**src/sv/button_debounce_repeat_hold_macros.svh**
```systemverilog
`ifndef BUTTON_DEBOUNCE_REPEAT_HOLD_MACROS_SVH
`define BUTTON_DEBOUNCE_REPEAT_HOLD_MACROS_SVH

// same-cycle implication, skipped during reset
`define BDRH_ASSERT_NOW(lbl, clk, rst, ante, cons, msg) \
   lbl: assert property (@(posedge clk) disable iff (rst) (ante) |-> (cons)) else $error(msg);

// next-cycle implication, skipped during reset
`define BDRH_ASSERT_NEXT(lbl, clk, rst, ante, cons, msg) \
   lbl: assert property (@(posedge clk) disable iff (rst) (ante) |=> (cons)) else $error(msg);

`endif

```
**src/sv/bdrh_pkg.sv**
```systemverilog
package bdrh_pkg;

   localparam int unsigned TIME_W = 32;
   localparam int unsigned CFG_W = 16;

   localparam logic [CFG_W-1:0] DEBOUNCE_RESET = 16'd20;
   localparam logic [CFG_W-1:0] REPEAT_RESET = 16'd0;

   typedef enum logic [0:0] {
      CSR_DEBOUNCE = 1'b0,
      CSR_REPEAT   = 1'b1
   } csr_index_type;

   // input item, highest bit first
   typedef struct packed {
      logic fake_toggle;
      logic fake_press;
      logic disable_request;
      logic clear_pressed;
      logic query_pressed;
      logic pin_low;
   } req_item_type;

   // result item, highest bit first
   typedef struct packed {
      logic              press_latched;
      logic [TIME_W-1:0] held_ms;
      logic              press_report;
   } rsp_item_type;

   localparam int unsigned REQ_BITS = $bits(req_item_type);
   localparam int unsigned RSP_BITS = $bits(rsp_item_type);
   localparam int unsigned REQ_DATA_W = ((REQ_BITS + 7) / 8) * 8;
   localparam int unsigned RSP_DATA_W = ((RSP_BITS + 7) / 8) * 8;

endpackage

```
**src/sv/button_debounce_repeat_hold.sv**
```systemverilog
// channel | direction | payload
// req     | in        | pin_low, query_pressed, clear_pressed, disable_request,
//         |           | fake_press, fake_toggle (tdata bits 0..5)
// rsp     | out       | press_report, held_ms, press_latched (tdata bits 0, 32:1, 33)
// csr     | in        | write enable, index 0 debounce_ms / 1 repeat_ms, 16-bit data
//
// one item per clock sustained while the rsp side is not stalled; an item is held in
// the input register, then its result is formed by one pass of compare and subtract
// logic into the result register, which drives rsp_tvalid
// reset is synchronous: clears the time counter, stored times and flags, and
// loads debounce_ms with 20 and repeat_ms with 0
// a stalled rsp side holds the result; the input register still takes one more item
`include "button_debounce_repeat_hold_macros.svh"

module button_debounce_repeat_hold
   import bdrh_pkg::*;
(
   input  logic                    clock,
   input  logic                    reset,
   input  logic                    req_tvalid,
   output logic                    req_tready,
   // pin_low, query_pressed, clear_pressed, disable_request, fake_press, fake_toggle
   input  logic [REQ_DATA_W-1:0]   req_tdata,
   output logic                    rsp_tvalid,
   input  logic                    rsp_tready,
   // press_report, held_ms[31:0], press_latched
   output logic [RSP_DATA_W-1:0]   rsp_tdata,
   input  logic                    csr_we,
   input  logic                    csr_index,
   input  logic [CFG_W-1:0]        csr_wdata
);

   logic [CFG_W-1:0]  debounce_ff;
   logic [CFG_W-1:0]  repeat_ff;

   logic              in_valid_ff;
   req_item_type      in_ff;
   logic              out_valid_ff;
   rsp_item_type      out_ff;

   logic [TIME_W-1:0] ms_ff, ms_in;
   logic [TIME_W-1:0] press_ff, press_in;
   logic [TIME_W-1:0] release_ff, release_in;
   logic              latch_ff, latch_in;
   logic              prev_ff, prev_in;
   logic              sup_ff, sup_in;
   logic              tog_ff, tog_in;
   rsp_item_type      res;

   logic              advance;
   logic [TIME_W-1:0] d_release;
   logic [TIME_W-1:0] d_press;
   logic [TIME_W-1:0] d_press_eff;
   logic              press_upd;

   assign advance    = in_valid_ff && (!out_valid_ff || rsp_tready);
   assign req_tready = !in_valid_ff || advance;
   assign rsp_tvalid = out_valid_ff;
   assign rsp_tdata  = {{(RSP_DATA_W - RSP_BITS){1'b0}}, out_ff};

   assign ms_in     = ms_ff + 1'b1;
   assign d_release = ms_in - release_ff;
   assign d_press   = ms_in - press_ff;

   always_comb begin
      prev_in     = prev_ff;
      latch_in    = latch_ff;
      release_in  = release_ff;
      tog_in      = tog_ff;
      press_upd   = 1'b0;
      res         = '0;
      d_press_eff = d_press;

      // edge detection
      if (in_ff.pin_low != prev_ff) begin
         prev_in = in_ff.pin_low;
         if (in_ff.pin_low) begin
            if (d_release >= {{(TIME_W - CFG_W){1'b0}}, debounce_ff} &&
                d_press >= {{(TIME_W - CFG_W){1'b0}}, debounce_ff}) begin
               latch_in  = 1'b1;
               press_upd = 1'b1;
            end
         end else begin
            release_in = ms_in;
         end
      end

      // requests
      sup_in = sup_ff || in_ff.disable_request;
      if (in_ff.fake_press) begin
         latch_in = 1'b1;
      end
      if (in_ff.fake_toggle) begin
         tog_in = !tog_ff;
         if (!tog_ff) begin
            latch_in  = 1'b1;
            press_upd = 1'b1;
         end
      end
      if (sup_in && !in_ff.pin_low) begin
         sup_in = 1'b0;
      end

      // press time moved to now gives a zero difference
      if (press_upd) begin
         d_press_eff = '0;
      end

      // query
      if (in_ff.query_pressed) begin
         if (sup_in) begin
            latch_in = 1'b0;
         end else begin
            res.press_report = latch_in;
            if (repeat_ff != '0 && !latch_in && in_ff.pin_low &&
                d_press_eff >= {{(TIME_W - CFG_W){1'b0}}, repeat_ff}) begin
               res.press_report = 1'b1;
               press_upd        = 1'b1;
               d_press_eff      = '0;
            end
            if (in_ff.clear_pressed) begin
               latch_in = 1'b0;
            end
         end
      end

      // held time
      if (!sup_in && (in_ff.pin_low || tog_in)) begin
         res.held_ms = (d_press_eff == '0) ? {{(TIME_W - 1){1'b0}}, 1'b1} : d_press_eff;
      end
      res.press_latched = latch_in;

      press_in = press_upd ? ms_in : press_ff;
   end

   always_ff @(posedge clock) begin
      if (req_tvalid && req_tready) begin
         in_ff <= req_tdata[REQ_BITS-1:0];
      end
      if (advance) begin
         out_ff <= res;
      end
      if (reset) begin
         in_valid_ff  <= 1'b0;
         out_valid_ff <= 1'b0;
         debounce_ff  <= DEBOUNCE_RESET;
         repeat_ff    <= REPEAT_RESET;
         ms_ff        <= '0;
         press_ff     <= '0;
         release_ff   <= '0;
         latch_ff     <= 1'b0;
         prev_ff      <= 1'b0;
         sup_ff       <= 1'b0;
         tog_ff       <= 1'b0;
      end else begin
         if (req_tready) begin
            in_valid_ff <= req_tvalid;
         end
         if (advance) begin
            out_valid_ff <= 1'b1;
         end else if (rsp_tready) begin
            out_valid_ff <= 1'b0;
         end
         if (csr_we) begin
            unique case (csr_index_type'(csr_index))
               CSR_DEBOUNCE: debounce_ff <= csr_wdata;
               CSR_REPEAT:   repeat_ff   <= csr_wdata;
               default:      ;
            endcase
         end
         if (advance) begin
            ms_ff      <= ms_in;
            press_ff   <= press_in;
            release_ff <= release_in;
            latch_ff   <= latch_in;
            prev_ff    <= prev_in;
            sup_ff     <= sup_in;
            tog_ff     <= tog_in;
         end
      end
   end

   `BDRH_ASSERT_NEXT(a_tick_advance, clock, reset, advance, ms_ff == $past(ms_ff) + 1'b1, "tick counter did not advance with item")
   `BDRH_ASSERT_NEXT(a_tick_hold, clock, reset, !advance, $stable(ms_ff) && $stable(press_ff) && $stable(latch_ff), "state moved without an item")
   `BDRH_ASSERT_NEXT(a_report_needs_query, clock, reset, advance && !in_ff.query_pressed, !out_ff.press_report, "report without a query")
   `BDRH_ASSERT_NEXT(a_fake_press_latch, clock, reset, advance && in_ff.fake_press && !in_ff.query_pressed, out_ff.press_latched && latch_ff, "fake press did not set latch")
   `BDRH_ASSERT_NOW(a_released_unsuppressed, clock, reset, !prev_ff, !sup_ff, "suppression kept while released")

endmodule

```
**config.mk**
```make
export PLATFORM = sky130hd
export DESIGN_NAME = button_debounce_repeat_hold
export DESIGN_NICKNAME = d
export VERILOG_FILES = /design/src/sv/bdrh_pkg.sv /design/src/sv/button_debounce_repeat_hold.sv
export VERILOG_INCLUDE_DIRS = /design/src /design/src/sv
export SDC_FILE = /design/constraint.sdc
export NUM_CORES = 1
export LEC_CHECK = 0
export BUFFER_PORTS_ARGS = -buffer_cell sky130_fd_sc_hd__buf_2
export CORE_MARGIN = 2
export CORE_UTILIZATION = 45
export DETAILED_ROUTE_END_ITERATION = 10
export GPL_TIMING_DRIVEN = 0
export SETUP_SLACK_MARGIN = 0.5
export SLEW_MARGIN = 20
export SYNTH_ARGS = -nofsm -noshare
export SYNTH_HDL_FRONTEND = slang
export SYNTH_SLANG_ARGS = --single-unit
```
**constraint.sdc**
```tcl
create_clock -name clock -period 21.8 [get_ports clock]
set_input_delay 3.27 -clock clock [delete_from_list [all_inputs] [get_ports clock]]
set_output_delay 3.27 -clock clock [all_outputs]
set_load 0.05 [all_outputs]
```
# Word-level counts from Yosys, hierarchy flattened
# Index checks and enable logic that the tools add are counted.
# W data, S select, Z words.
# classes
addsub,3
mul,0
div_mod_pow,0
order_cmp,3
eq_ne,1
shifts,0
n_mux,27
bitwise_logic,4
n_reduce_logical,28
# ops
cell,n
$mux W32,4
$ge A32 B16 Y1,3
$sub A32 B32 Y32,2
$add A32 B1 Y32 const B,1
$logic_not A32 Y1,1
$mux W1,23
$reduce_bool A16 Y1,1
$logic_and A1 B1 Y1,8
$reduce_and A2 Y1,4
$logic_not A1 Y1,6
$logic_or A1 B1 Y1,4
$not A1 Y1,4
$reduce_or A2 Y1,2
$reduce_and A3 Y1,1
$reduce_bool A2 Y1,1
$ne A1 B1 Y1,1
# word_totals
register_bits,174
latch_bits,0
mem_bits_rw,0
rom_bits,0
input_bits,30
out_inout_bits,42
elab_cells,87
mem_count,0

# Longest topological paths before layout
# Gate-level depths: netlist of the first run.
# depth
depth_word,19
depth_mapped,41
depth_no_buf,37

# Worst setup path before layout of the first run
# No wires, ideal clock.
# synth_timing
kind,reg-to-reg
startpoint,register ms_ff[0]
endpoint,"register out_ff, in the netlist rsp_tdata[20], data pin"
setup_time_ns,0.269
arrival_ns,7.441
required_ns,21.531
slack_ns,14.090
stages_incl_launch_ff,42
n_path_buf,5
period_less_slack_ns,7.710
path_cell_list,dfxtp_1 -> ha_1 -> and3_1 -> clkbuf_1 -> nand3_1 -> nor2_1 -> nand2_1 -> xnor2_1 -> ha_1 -> a21oi_1 -> o21ai_0 -> nor2_1 -> o21ai_0 -> a21o_1 -> a21oi_1 -> xnor2_1 -> ha_1 -> nand4_1 -> [6 not listed] -> a21oi_2 -> nor2_1 -> buf_6 -> buf_2 -> nor2_1 -> ha_1 -> a21oi_1 -> nor2b_1 -> o21ai_0 -> a21oi_1 -> o21a_1 -> nor3_1 -> o41ai_1 -> o31ai_4 -> nand2b_1 -> buf_2 -> buf_6 -> nor3_2
# synth_via
elab_chain_cells,19
word_cells_on_any_way,28
classes_between,3 x add/sub; 3 x order compare; 15 x mux; 7 x reduce/logical
# synth_rtl
item,line,source
"start, declared",button_debounce_repeat_hold.sv:41,"logic [TIME_W-1:0] ms_ff, ms_in;"
"start signal, assigned",button_debounce_repeat_hold.sv:172,ms_ff <= ms_in;
$add A32 B1 Y32 *,button_debounce_repeat_hold.sv:61,assign ms_in = ms_ff + 1'b1;
via ms_in[8],button_debounce_repeat_hold.sv:41,
"parallel branches: the longest is 15 deep, another holds $sub A32 B32 Y32",--,
$mux W32 *,button_debounce_repeat_hold.sv:110,if (in_ff.query_pressed) begin
$logic_not A32 Y1,button_debounce_repeat_hold.sv:129,"res.held_ms = (d_press_eff == '0) ? {{(TIME_W - 1){1'b0}}, 1'b1} : d_press_eff;"
$reduce_or A2 Y1 (no line),--,
"end signal, assigned",button_debounce_repeat_hold.sv:141,out_ff <= res;
"end, declared",button_debounce_repeat_hold.sv:39,rsp_item_type out_ff;
# Mark *: on every way through the listed nets, which the timed path passes.
# A chain may end at the register's enable or synchronous reset.

# Worst setup path in the final report of the first run
# layout_timing
startpoint,register ms_ff[0]
endpoint,register press_ff[26]
# layout_via
elab_chain_cells,18
word_cells_on_any_way,27
classes_between,3 x add/sub; 3 x order compare; 15 x mux; 6 x reduce/logical
# layout_rtl
item,line,source
$add A32 B1 Y32 *,button_debounce_repeat_hold.sv:61,
via ms_in[8],button_debounce_repeat_hold.sv:41,
"parallel branches: the longest is 15 deep, another holds $sub A32 B32 Y32",--,
$mux W1 *,button_debounce_repeat_hold.sv:110,
$reduce_and A2 Y1 (no line) *,--,
"end signal, assigned",button_debounce_repeat_hold.sv:173,press_ff <= press_in;
"end, declared",button_debounce_repeat_hold.sv:42,"logic [TIME_W-1:0] press_ff, press_in;"
# Marked as above.

==> metrics.yaml, run 1 <==
route.final.wire_length_um: 40000
path_class: "reg -> reg"
synth_fa_ha_area_share_pct: 10.8
crit_path_max_fanout: 10
synth_compound_area_share_pct: 22.4
synthSimpleGateAreaFrac_pct: 23.4
finalPower_uw: 883
first_pass_iters: 7
r2r.worst_path.cells: 40
required_ps: 22180
globalplace.congestion: 0.937
hold_start: "debounce_ff[15]"
drive_above_1_share_pct: 9.98
tightest_slew_ps: 1030
root_buffer: "clkbuf_16"
synthFlopType: "dfxtp_1"
final_util_pct: 50.9
critPathArrivalTime_ps: 10810
clock_sinks: 174
synth.ff_latch_count: 174
fin_cells: 2178
ys_async_sr_fraction_pct: 0
die_x_um: 176
synth_mux_area_share_pct: 0.471
worstSetupEndpointType: "register"
r2r_end: "press_ff[26]"
insertion_delay_ps: 440
tritoncts: "yes"
finalCritPeriodShare_pct: 47.9
synth_warnings: 0
rows: 62
start_util_pct: 46.0
seq_area_frac_synth_pct: 29.2
grt_pass1_vias: 11600
hold_slack_ps: 459
drc_errors: 0
worstPathBufferInverterCount: 4
avgViaCountPerCell: 5.65
hpwlAfterDp_um: 31900
vias: 12300
hold_viol: 0
p_leak_uw: 0.00606
p_sw_share_pct: 33.4
vdd_drop_max_mv: 0.0387
max_freq_mhz: 95.8
synth_area_leader_cell: "dfxtp_1"
synth_enable_flop_cells: 40
area_growth_pct: 10.7
slew_headroom_pct: 30.5
nNetsFinal: 1924
hold_path.class: "reg -> reg"
avgSynthCellArea_um2: 7.83
grt_max_degree: 44
syn_inst: 1695
grt_usage_pct: 25.9
antenna_found_initial: 0
slew_violations: 0
maxCapViolCount: 0
grt-ovfl-total: 0
finalCriticalPeriod_ps: 10430
antenna_cells: 0
crit_path_top_delay_cell: "o41ai_1"
worstSetupPathDepth: 40
path_clk_slew_ps: 80
yosysUniqueCellTypes: 87
rsz0062_at_grt: "no"
grt_pass1_wl_um: 62700
numPortBuffers: 62
numCtsBuffers: 17
synth_xor_area_share_pct: 6.40
power_density_nw_per_um2: 60.1
clk_path_buf_depth: 2
post_cts_resized: 0
synth.most_common_cell: "nand2_1"
h-tree-depth: 4
startpoint_type: "register"
reg2reg_from: "ms_ff[0]"
postCtsHoldBufs: 0
synth_top_family_by_area: "simple AND/OR/NAND/NOR gates"
fin_setup_tns_ps: 0
ios: 72
dp.cells: 2146
worst_path_largest_cell_delay_ps: 810
p_sw_uw: 295
drt-initial-drc-count: 1044
die-area_um2: 30900
power.share.clock_pct: 36.9
core_area_um2: 28900
final_antenna_net_count: 0
worst-r2r-setup-slack_ps: 11370
netlist.area_leader.share_pct: 20.2
finClkSkew_ps: 14.7
holdPathEnd: "debounce_ff[15]"
power.internal_uw: 589
synth_common_cells: "nand2_1, nor2_1, inv_1, dfxtp_1, a21oi_1"
cts_setup_buffers: 0
die_h_um: 176
crit_family: "compound AO/OA/AOI/OAI gates"
wl_per_cell_um: 18.4
pwr-share-seq_pct: 38.8
status: "finished, final reports clean"
holdPathStages: 2
setup_violations: 0
syn_area_um2: 13300
p_comb_share_pct: 24.3
synth_area_leaders: "dfxtp_1, ha_1, edfxtp_1"
state kept, by name, summed over array words and instances, names as in the netlist:
register,count
latch_ff,1
in_valid_ff,1
repeat_ff,16
ms_ff,32
in_ff,6
prev_ff,1
debounce_ff,16
sup_ff,1
press_ff,32
tog_ff,1
rsp_tdata,34
release_ff,32
rsp_tvalid,1
cell type report:
type,count,area [µm²]
multi-input combinational,1294,8460
sequential,174,3880
fill,2902,14200
timing repair buffer,62,310
inverter,140,526
buffer,92,438
clock inverter,12,148
clock buffer,20,458
tap,384,480
routing by layer:
layer  vias up  global-route usage (%)  wire length (µm)
met5         -                       0                 0
met4         0                    7.06               811
met3        50                    2.88              2330
met2       361                    43.3             18400
met1      5741                    35.6             18500
li1       6152                       -                 -
cells in the final DEF, fill, tap and decap left out, types with 28 or more instances in the layout:
cell	n
a21o_1	39
a21oi_1	129
buf_2	82
clkbuf_1	57
dfxtp_1	134
edfxtp_1	40
ha_1	111
inv_1	139
nand2_1	197
nand2b_1	32
nand3_1	62
nand4_1	28
nor2_1	164
o211ai_1	58
o21ai_0	59
xnor2_1	45
xor2_1	52
metrics by stage:
stage | setup slack, ps | instance area (µm²)
after floorplan | 14090 | 13300
after global placement | 11540 | 14100
after detailed placement | 11480 | 14100
after CTS | 11430 | 14700
after global routing | 10600 | 14700
final | 11370 | 14700
worst register-to-register path: cells and delay by family, from the launching register on:
family / cells / cell delay [ps]
AO/OA/AOI/OAI: 18 / 5160
XOR/XNOR: 2 / 730
adder cells (fa/ha/maj): 4 / 1150
buffers and inverters: 4 / 1000
flip-flops: 1 / 560
AND/OR/NAND/NOR: 12 / 1770
cell families after synthesis:
logic type / after synthesis
buffers and inverters: 232
AO/OA/AOI/OAI: 442
adder cells (fa/ha/maj): 113
AND/OR/NAND/NOR: 630
other: 1
multiplexers: 6
flip-flops: 174
XOR/XNOR: 97
power groups by stage:
stage,clock network (µW),registers (µW),logic [µW]
2_1_floorplan,0,361,140
3_3_place_gp,0,350,208
3_5_place_dp,0,350,211
4_1_cts,329,343,212
5_1_grt,340,344,233
6_report,326,343,215
worst max path at each step:
stage | slack [ps] | endpoint | start
floorplan | 14090 | rsp_tdata[20] | ms_ff[0]
global placement | 11540 | rsp_tdata[27] | ms_ff[0]
detailed placement | 11480 | press_ff[26] | ms_ff[0]
CTS | 11430 | press_ff[26] | ms_ff[0]
global route | 10600 | press_ff[31] | ms_ff[0]
finish | 11370 | press_ff[26] | ms_ff[0]
Power figures use the tool's default switching activity.
==> run 2: changes to the inputs <==
- clock period: 21.8 -> 8.4 ns (I/O delays scaled with it)
==> run 2 against run 1 <==
  * Wire length grew 3.4%
  * Worst setup slack lost 11000 ps
  * Sequential power grew to 2.6 times the previous value
  * Design area grew 9.0%
  * Flip-flop and latch count is the same
==> metrics.yaml, run 2 (same netlist as run 1, synthesis figures left out) <==
slew_headroom_pct: 25.1  # -5.4 points
rows: 62  # unchanged
p_sw_uw: 802  # +170%
nNetsFinal: 1972  # +2.5%
area_growth_pct: 20.7
path_clk_slew_ps: 80  # about the same
finalCritPeriodShare_pct: 91.6  # +44 points
grt_pass1_wl_um: 63700  # +1.6%
finalCriticalPeriod_ps: 7690  # -2740 ps
pwr-share-seq_pct: 37.2  # -1.6 points
rsz0062_at_grt: "no"
fin_cells: 2226  # +2.2%
wl_per_cell_um: 18.6  # +1.2%
route.final.wire_length_um: 41400  # +3.4%
worst-r2r-setup-slack_ps: 710  # -10660 ps
crit_path_max_fanout: 10  # unchanged
post_dp_cell_area_um2: 14100  # unchanged
final_common_cell: "nand2_1"
worst_path_largest_cell_delay_ps: 390  # -420 ps
hold_path.class: "reg -> reg"
hpwlAfterDp_um: 31900  # unchanged
antenna_cells: 0  # unchanged
seq_area_um2: 3900  # +0.52%
drive_above_1_share_pct: 18.6  # +8.6 points
final_cell_mix: "nand2_1, nor2_1, inv_1"
startpoint_type: "register"
vias: 12600  # +2.8%
numPortBuffers: 62  # unchanged
power.share.clock_pct: 35.4  # -1.5 points
ios: 72  # unchanged
drc_errors: 0  # unchanged
hold_slack_ps: 458  # -0.400 ps
p_sw_share_pct: 33.6  # +0.25 points
path_class: "reg -> reg"
required_ps: 8590  # -13590 ps
antenna_found_initial: 0  # unchanged
power_density_nw_per_um2: 149  # +150%
multiInputGateArea_um2: 9330  # +10%
maxCapViolCount: 0  # unchanged
grt-ovfl-total: 0  # unchanged
grt_max_degree: 44  # unchanged
start_util_pct: 46.0  # unchanged
root_buffer: "clkbuf_16"
worstPathBufferInverterCount: 9  # +5
power.internal_uw: 1580  # +170%
p_leak_uw: 0.00657  # +8.3%
post-route-cell-area_um2: 16000  # +9.0%
status: "finished, final reports clean"
worstSetupEndpointType: "register"
first_pass_iters: 5  # -2
h-tree-depth: 4  # unchanged
crit_family: "compound AO/OA/AOI/OAI gates"
drt-initial-drc-count: 1055  # +1.1%
p_comb_share_pct: 27.4  # +3.1 points
clock_sinks: 174  # unchanged
setup_violations: 0  # unchanged
insertion_delay_ps: 440  # about the same
avgViaCountPerCell: 5.68  # +0.56%
globalplace.congestion: 0.937  # unchanged
grt_usage_pct: 26.4  # +0.41 points
finalPower_uw: 2390  # +170%
slew_violations: 0  # unchanged
finClkSkew_ps: 15.4  # +0.677 ps
vdd_drop_max_mv: 0.101  # +160%
max_freq_mhz: 130  # +36%
core_area_um2: 28900  # unchanged
clk_path_buf_depth: 2  # unchanged
crit_path_top_delay_cell: "a2111oi_2"
path_common_cell: "buf_6"
die_x_um: 176  # unchanged
die-area_um2: 30900  # unchanged
die_h_um: 176  # unchanged
numCtsBuffers: 17  # unchanged
final_antenna_net_count: 0  # unchanged
postCtsHoldBufs: 0  # unchanged
dp.cells: 2146  # unchanged
critPathArrivalTime_ps: 7880  # -2930 ps
fillers: 2747  # -5.3%
hold_viol: 0  # unchanged
grt_pass1_vias: 11900  # +2.1%
tritoncts: "yes"
largest_reg_flops: 34  # unchanged
tightest_slew_ps: 1120  # +88.5 ps
-- run 2: final cells by class --
type / instances / share of cell area (%)
Buffer: 92 / 3.14
Clock buffer: 20 / 2.86
Clock inverter: 12 / 0.921
Inverter: 140 / 3.28
Multi-Input combinational cell: 1294 / 58.2
Sequential cell: 174 / 24.4
Tap cell: 384 / 3.00
Timing Repair Buffer: 110 / 4.23
-- run 2: path summary, 6_finish.rpt --
check                  startpoint         endpoint  cells past startpoint
setup / recovery         ms_ff[1]     rsp_tdata[0]                     37
hold / removal    debounce_ff[15]  debounce_ff[15]                      2
setup reg to reg         ms_ff[1]     rsp_tdata[0]                     37
hold reg to reg   debounce_ff[15]  debounce_ff[15]                      2
-- run 2: metrics by stage --
stage | setup TNS (ps) | utilization (%) | setup WS [ps]
global route | 0 | 55.5 | 391
finish | 0 | 55.5 | 706
floorplan | 0 | - | 690
global placement | -109300 | 48.8 | -1860
detailed placement | -112100 | 48.8 | -1920
CTS | 0 | 53.1 | 512
-- run 2: layer usage --
metal | GRT usage [%] | wire [µm] | vias up
met5 | 0 | 0 | -
met4 | 8.09 | 1170 | 0
met3 | 3.42 | 2300 | 61
met2 | 43.8 | 19200 | 390
met1 | 35.7 | 18700 | 5941
li1 | - | - | 6253
-- run 2: tightest hold or removal path: cells and delay by family (launching register included) --
family	cells	cell delay, ps
AOI/OAI and AO/OA	1	50
DFF	1	310
and+or+nand+nor	1	50
-- run 2: what timing repair did --
action / CTS / global route
resized for setup: 94 / 108
setup buffers: 22 / 26
pin swaps: 24 / 22
endpoints found under the setup margin: 65 / 65
-- run 2: power by group through the flow --
stage	Combinational, µW	Sequential (µW)	Clock, µW
2_1_floorplan	365	936	0
3_3_place_gp	541	909	0
3_5_place_dp	547	909	0
4_1_cts	598	889	854
5_1_grt	702	890	882
6_report	654	888	845
